File: src/rtl/prq_pkg.sv
`timescale 1ns / 1ps
package prq_pkg;

  localparam int QUEUE_DEPTH = 1024;
  localparam int TAG_BITS    = 16;

  localparam int IDX_W  = (QUEUE_DEPTH > 2) ? $clog2(QUEUE_DEPTH) : 1;
  localparam int LEN_W  = $clog2(QUEUE_DEPTH + 1);
  localparam int CNT_W  = $clog2(2 * QUEUE_DEPTH);
  localparam int CFG_W  = 11;
  localparam int CIDX_W = 2;
  localparam int TAG_W  = 16;
  localparam int ETAG_W = (TAG_BITS < TAG_W) ? TAG_BITS : TAG_W;
  localparam int CMP_W  = ((CFG_W > LEN_W) ? CFG_W : LEN_W) + 1;
  localparam int SGN_W  = ((CNT_W > CMP_W) ? CNT_W : CMP_W) + 2;

  localparam logic [CFG_W-1:0] DEF_LENGTH = CFG_W'(1024);
  localparam logic [CFG_W-1:0] DEF_STOP   = CFG_W'(128);
  localparam logic [CFG_W-1:0] DEF_RESUME = CFG_W'(512);
  localparam logic [CNT_W-1:0] CNT_MAX    = CNT_W'(2 * QUEUE_DEPTH - 1);

  localparam logic [2:0] CC_NOT_DONE = 3'd0;
  localparam logic [2:0] CC_GOOD     = 3'd1;
  localparam logic [2:0] CC_WARN     = 3'd2;
  localparam logic [1:0] UC_OK       = 2'd0;
  localparam logic [1:0] UC_SG_LEN   = 2'd1;

  typedef enum logic [CIDX_W-1:0] {
    CFG_ENABLE, CFG_LENGTH, CFG_STOP, CFG_RESUME
  } cfg_idx_t;

  typedef enum logic [0:0] {
    OP_SUBMIT, OP_POLL
  } op_t;

  typedef enum logic [2:0] {
    K_ACCEPT, K_STOP, K_FULL, K_NOSTART, K_EMPTY, K_NOTDONE, K_RESUME, K_DONE
  } kind_t;

  typedef enum logic [2:0] {
    S_CLEAR, S_IDLE, S_LOOK, S_RES, S_DONE
  } state_t;

  typedef struct packed {
    logic              busy;
    logic              resume;
    logic              trunc;
    logic [ETAG_W-1:0] tag;
  } entry_t;

  typedef struct packed {
    logic  capture;
    logic  clr_write;
    logic  sub_commit;
    logic  rd_resume;
    logic  res_clear;
    logic  done_commit;
    logic  out_load;
    kind_t out_kind;
  } cmd_t;

  typedef struct packed {
    op_t  op;
    logic enabled;
    logic busy;
    logic resume;
    logic cc_zero;
    logic stop;
    logic clr_last;
    logic out_free;
  } stat_t;

endpackage

File: src/rtl/prq_ctrl.sv
`timescale 1ns / 1ps
module prq_ctrl (
  input  logic           clk,
  input  logic           rst,
  input  logic           in_valid,
  output logic           in_ready,
  input  prq_pkg::stat_t st,
  output prq_pkg::cmd_t  cmd
);
  import prq_pkg::*;

  state_t state, state_next;

  always_ff @(posedge clk) begin
    if (rst) begin
      state <= S_CLEAR;
    end else begin
      state <= state_next;
    end
  end

  always_comb begin
    state_next = state;
    in_ready   = 1'b0;
    cmd        = '0;
    cmd.out_kind = K_ACCEPT;
    case (state)
      S_CLEAR: begin
        cmd.clr_write = 1'b1;
        if (st.clr_last) begin
          state_next = S_IDLE;
        end
      end
      S_IDLE: begin
        in_ready = 1'b1;
        if (in_valid) begin
          cmd.capture = 1'b1;
          state_next  = S_LOOK;
        end
      end
      S_LOOK: begin
        if (st.op == OP_SUBMIT) begin
          if (!st.enabled) begin
            cmd.out_kind = K_NOSTART;
          end else if (st.busy) begin
            cmd.out_kind = K_FULL;
          end else if (st.stop) begin
            cmd.out_kind = K_STOP;
          end else begin
            cmd.out_kind = K_ACCEPT;
          end
          if (st.out_free) begin
            cmd.out_load   = 1'b1;
            cmd.sub_commit = st.enabled && !st.busy;
            state_next     = S_IDLE;
          end
        end else if (!st.busy || st.cc_zero) begin
          cmd.out_kind = st.busy ? K_NOTDONE : K_EMPTY;
          if (st.out_free) begin
            cmd.out_load = 1'b1;
            state_next   = S_IDLE;
          end
        end else begin
          cmd.rd_resume = 1'b1;
          state_next    = S_RES;
        end
      end
      S_RES: begin
        cmd.out_kind = K_RESUME;
        if (!st.resume) begin
          state_next = S_DONE;
        end else if (st.out_free) begin
          cmd.out_load  = 1'b1;
          cmd.res_clear = 1'b1;
          state_next    = S_DONE;
        end
      end
      S_DONE: begin
        cmd.out_kind = K_DONE;
        if (st.out_free) begin
          cmd.out_load    = 1'b1;
          cmd.done_commit = 1'b1;
          state_next      = S_IDLE;
        end
      end
      default: begin
        state_next = S_IDLE;
      end
    endcase
  end

  a_accept_looks: assert property (@(posedge clk) disable iff (rst)
    (in_valid && in_ready) |=> (state == S_LOOK))
    else $error("accepted item did not start a lookup");

  a_done_returns: assert property (@(posedge clk) disable iff (rst)
    (state == S_DONE && st.out_free) |=> (state == S_IDLE))
    else $error("completion did not return to idle");

  a_clear_ends: assert property (@(posedge clk) disable iff (rst)
    (state == S_CLEAR && st.clr_last) |=> (state == S_IDLE))
    else $error("clearing sweep did not end in idle");

endmodule

File: config.mk
export PLATFORM = sky130hd
export DESIGN_NAME = prq_ctrl
export DESIGN_NICKNAME = d
export VERILOG_FILES = /design/src/rtl/prq_pkg.sv /design/src/rtl/prq_ctrl.sv
export SDC_FILE = /design/constraint.sdc
export NUM_CORES = 1
export LEC_CHECK = 0
export BUFFER_PORTS_ARGS = -buffer_cell sky130_fd_sc_hd__buf_2
export CAP_MARGIN = 20
export CELL_PAD_IN_SITES_DETAIL_PLACEMENT = 1
export CELL_PAD_IN_SITES_GLOBAL_PLACEMENT = 1
export CORE_MARGIN = 4
export CORE_UTILIZATION = 25
export DETAILED_ROUTE_END_ITERATION = 16
export PLACE_DENSITY_LB_ADDON = 0.1
export SLEW_MARGIN = 20
export SYNTH_ARGS = -nofsm -noshare
export SYNTH_HDL_FRONTEND = slang
export SYNTH_SLANG_ARGS = --single-unit
File: constraint.sdc
create_clock -name clk -period 1.35 [get_ports clk]
set_input_delay 0.135 -clock clk [delete_from_list [all_inputs] [get_ports clk]]
set_output_delay 0.135 -clock clk [all_outputs]
set_load 0.01 [all_outputs]
==> flow_metrics.py <==
metrics = {
    "run_status": {
        "status": "finished, violations left",
        "violations": "setup timing",
    },
    "grt": {
        "number_of_antenna_violations_at_the_first_check_in_global_routing": 0,
        "grt_util_all_layers": 0.1312,
        "wire_length_of_the_first_global_routing_pass_mm": 1.918,
        "via_count_of_the_first_global_routing_pass": 462,
        "global_route.overflow_total": 0,
        "pin_count_of_the_biggest_net_entering_global_routing": 12,
    },
    "layout": {
        "post-route-cell-area_um2": 618.1,
        "share_of_layout_cells_above_drive_strength_1": 0.5904,
        "finalNetCount": 95,
        "fillers": 174,
        "max_flop_register": "state",
        "largest_registers": "state x3",
        "antenna_cells": 0,
        "largest_reg_flops": 3,
        "area_delta_synth_final_pct": 79.64,
    },
    "worst_hold_path": {
        "holdCritStartpoint": "rst",
        "holdCritPathClass": "in -> reg",
    },
    "synth": {
        "ys_warn_count": 0,
        "synth_async_sr_flop_share": 0,
        "netlist_area_um2": 344.1,
        "synth_edf_count": 0,
        "syn_avg_cell_area_um2": 6.882,
        "ys_seq_elements": 3,
        "seq_area_frac_synth": 0.1745,
        "synth-main-ff-cell": "dfxtp_1",
        "gate_count_of_the_mapped_netlist": 50,
        "synth_fp_nets": 61,
        "yosysUniqueCellTypes": 26,
    },
    "placed_design": {
        "dp_slack_ns": 0.01006,
        "routabilityCongestion": 0.7220,
        "dp_hpwl_um": 926.9,
        "buffer_ports.inserted": 21,
        "placed_cell_area_um2": 470.5,
    },
    "timing": {
        "timing.final.crit_share": 1.019,
        "maxSlewHeadroom": 0.7753,
        "setup-violations-final": 2,
        "final-max-slew-violation-count": 0,
        "worstMarginPinSlew_ns": 0.3345,
        "min_cycle_time_layout_ns": 1.376,
        "skew_ns": 0.006380,
        "setup_ws_ns": -0.02608,
        "achievable-frequency_mhz": 726.7,
        "unrepaired_setup_endpoints_after_global_routing": "true",
        "worst_hold_slack_ns": 0.08779,
        "hold_viol_final": 0,
    },
    "detailed_routing": {
        "vias_per_inst": 4.939,
        "detail_route.first_pass.iterations": 4,
        "drtAntennaViolNets": 0,
        "detail_route.wl_per_cell_um": 13.98,
        "residual_drc_count": 0,
        "total_routed_wirelength_mm": 1.370,
        "drt_first_iter_violations": 4,
        "routed-via-count": 484,
    },
    "clock_network": {
        "cts_made_buffers": 3,
        "worst_skew_pair.late_latency_ns": 0.24,
        "clk_root_buffer_cell": "clkbuf_4",
        "ctsHoldBuffers": 0,
        "cts_buffer_depth": 2,
        "clk_pin_slew_worst_paths_ns": 0.04,
        "cts.sinks": 3,
        "h-tree-depth": 1,
        "clock_tree_from_tritoncts": "yes",
    },
    "floorplanning": {
        "io_pins": 22,
        "design.die.area_um2": 2034,
        "die_width_um": 45.10,
        "fp.dieH_um": 45.10,
        "floorplan.initialDensity": 0.2644,
        "placementRows": 13,
        "core_area_um2": 1301,
    },
    "setup_path": {
        "critical_path.max_fanout": 7,
        "worstSetupEndpointType": "output pin",
        "worst_setup_path_startpoint": "state[1]",
        "r2r_slack_ns": 0.10,
        "path_type_of_the_worst_setup_path": "reg -> out",
        "critical_path.startpoint_type": "register",
        "r2r_start": "state[2]",
        "worst_ep_required_time_ns": 1.22,
        "data_arrival_at_the_endpoint_of_the_critical_path_ns": 1.24,
    },
    "flow_run": {
        "maxcap_violations": 0,
    },
    "power": {
        "pwr_dens_nw_per_um2": 713.7,
        "vdd_drop_max_mv": 0.5864,
        "total_design_power_uw": 441.1,
        "lkg_pwr_nw": 0.3046,
    },
}
==> final cells by class <==
cell class                 count  area [µm²]  area share
multi-input combinational     43       317.8      0.5142
tap                           15       18.77     0.03036
sequential                     3       71.32      0.1154
inverter                       3       11.26     0.01822
timing repair buffer          30       172.7      0.2794
clock buffer                   4       26.28     0.04251
==> worst paths after layout <==
check | end | depth (start not counted)
setup / recovery | cmd[3] | 4
hold / removal | state[2] | 2
setup reg to reg | state[0] | 4
hold reg to reg | state[1] | 2
==> worst max-delay path, stage by stage, from the launching register on <==
cell	delay, ns
dfxtp_4	0.36
nand2b_4	0.15
or2_4	0.25
a21boi_2	0.11
buf_2	0.13
==> where the power goes <==
part / total, mW / leakage (nW) / internal (mW) / switching, mW
combinational: 0.173 / 0.263 / 0.0872 / 0.0860
clock: 0.160 / 0.0150 / 0.111 / 0.0494
sequential: 0.108 / 0.0267 / 0.0941 / 0.0135
total: 0.441 / 0.305 / 0.292 / 0.149
==> synth_stat cells (2+ instances only) <==
| cell | n | area share |
|---|---|---|
| nand2b_2 | 2 | 0.051 |
| nor3b_1 | 2 | 0.044 |
| dfxtp_1 | 3 | 0.17 |
| nand2_1 | 4 | 0.044 |
| a21oi_1 | 5 | 0.073 |
| inv_1 | 3 | 0.033 |
| o21ai_0 | 2 | 0.029 |
| nor3_1 | 2 | 0.029 |
| nand2b_1 | 5 | 0.091 |
| a31oi_1 | 2 | 0.036 |
| nor2_1 | 4 | 0.044 |
| nor3_2 | 2 | 0.058 |
==> logic make-up after synthesis <==
| family | after synthesis | synth area share |
|---|---|---|
| AO/OA/AOI/OAI | 15 | 0.2873 |
| buffers and inverters | 4 | 0.04726 |
| flip-flops | 3 | 0.1746 |
| AND/OR/NAND/NOR | 28 | 0.4910 |
==> stage by stage <==
step	std cells	utilization	TNS, ns
after floorplan	50	-	0
after global placement	86	0.3615	-0.007017
after detailed placement	86	0.3615	0
after CTS	92	0.4212	-0.04455
after global routing	98	0.4750	-0.3535
final	98	0.4750	-0.03184
==> repair_timing <==
action | CTS | global route
pin swaps | 0 | 2
setup endpoints to repair | 10 | 9
setup buffers | 2 | 6
gates resized for setup | 11 | 7
gates cloned | 0 | 0
==> layout by cell type (no fill, tap or decap), types with 2 or more instances in the layout <==
master and instances:
a21oi_1 5, a31oi_1 2, buf_2 21, buf_4 9, clkbuf_4 3, dfxtp_4 3, inv_1 3, nand2_1 4
nand2b_1 4, nand2b_4 3, nor2_1 4, nor3_2 2, nor3b_1 2, o21ai_1 2
==> layer usage <==
layer / share of wire / wire length [µm] / track usage / vias to the layer above
li1: - / - / - / 244
met1: 0.39 / 531 / 0.1418 / 223
met2: 0.54 / 735 / 0.2260 / 17
met3: 0.076 / 104 / 0.05179 / 0
met4: 0 / 0 / 0.05263 / 0
met5: 0 / 0 / 0 / -
Power figures use the tool's default switching activity.
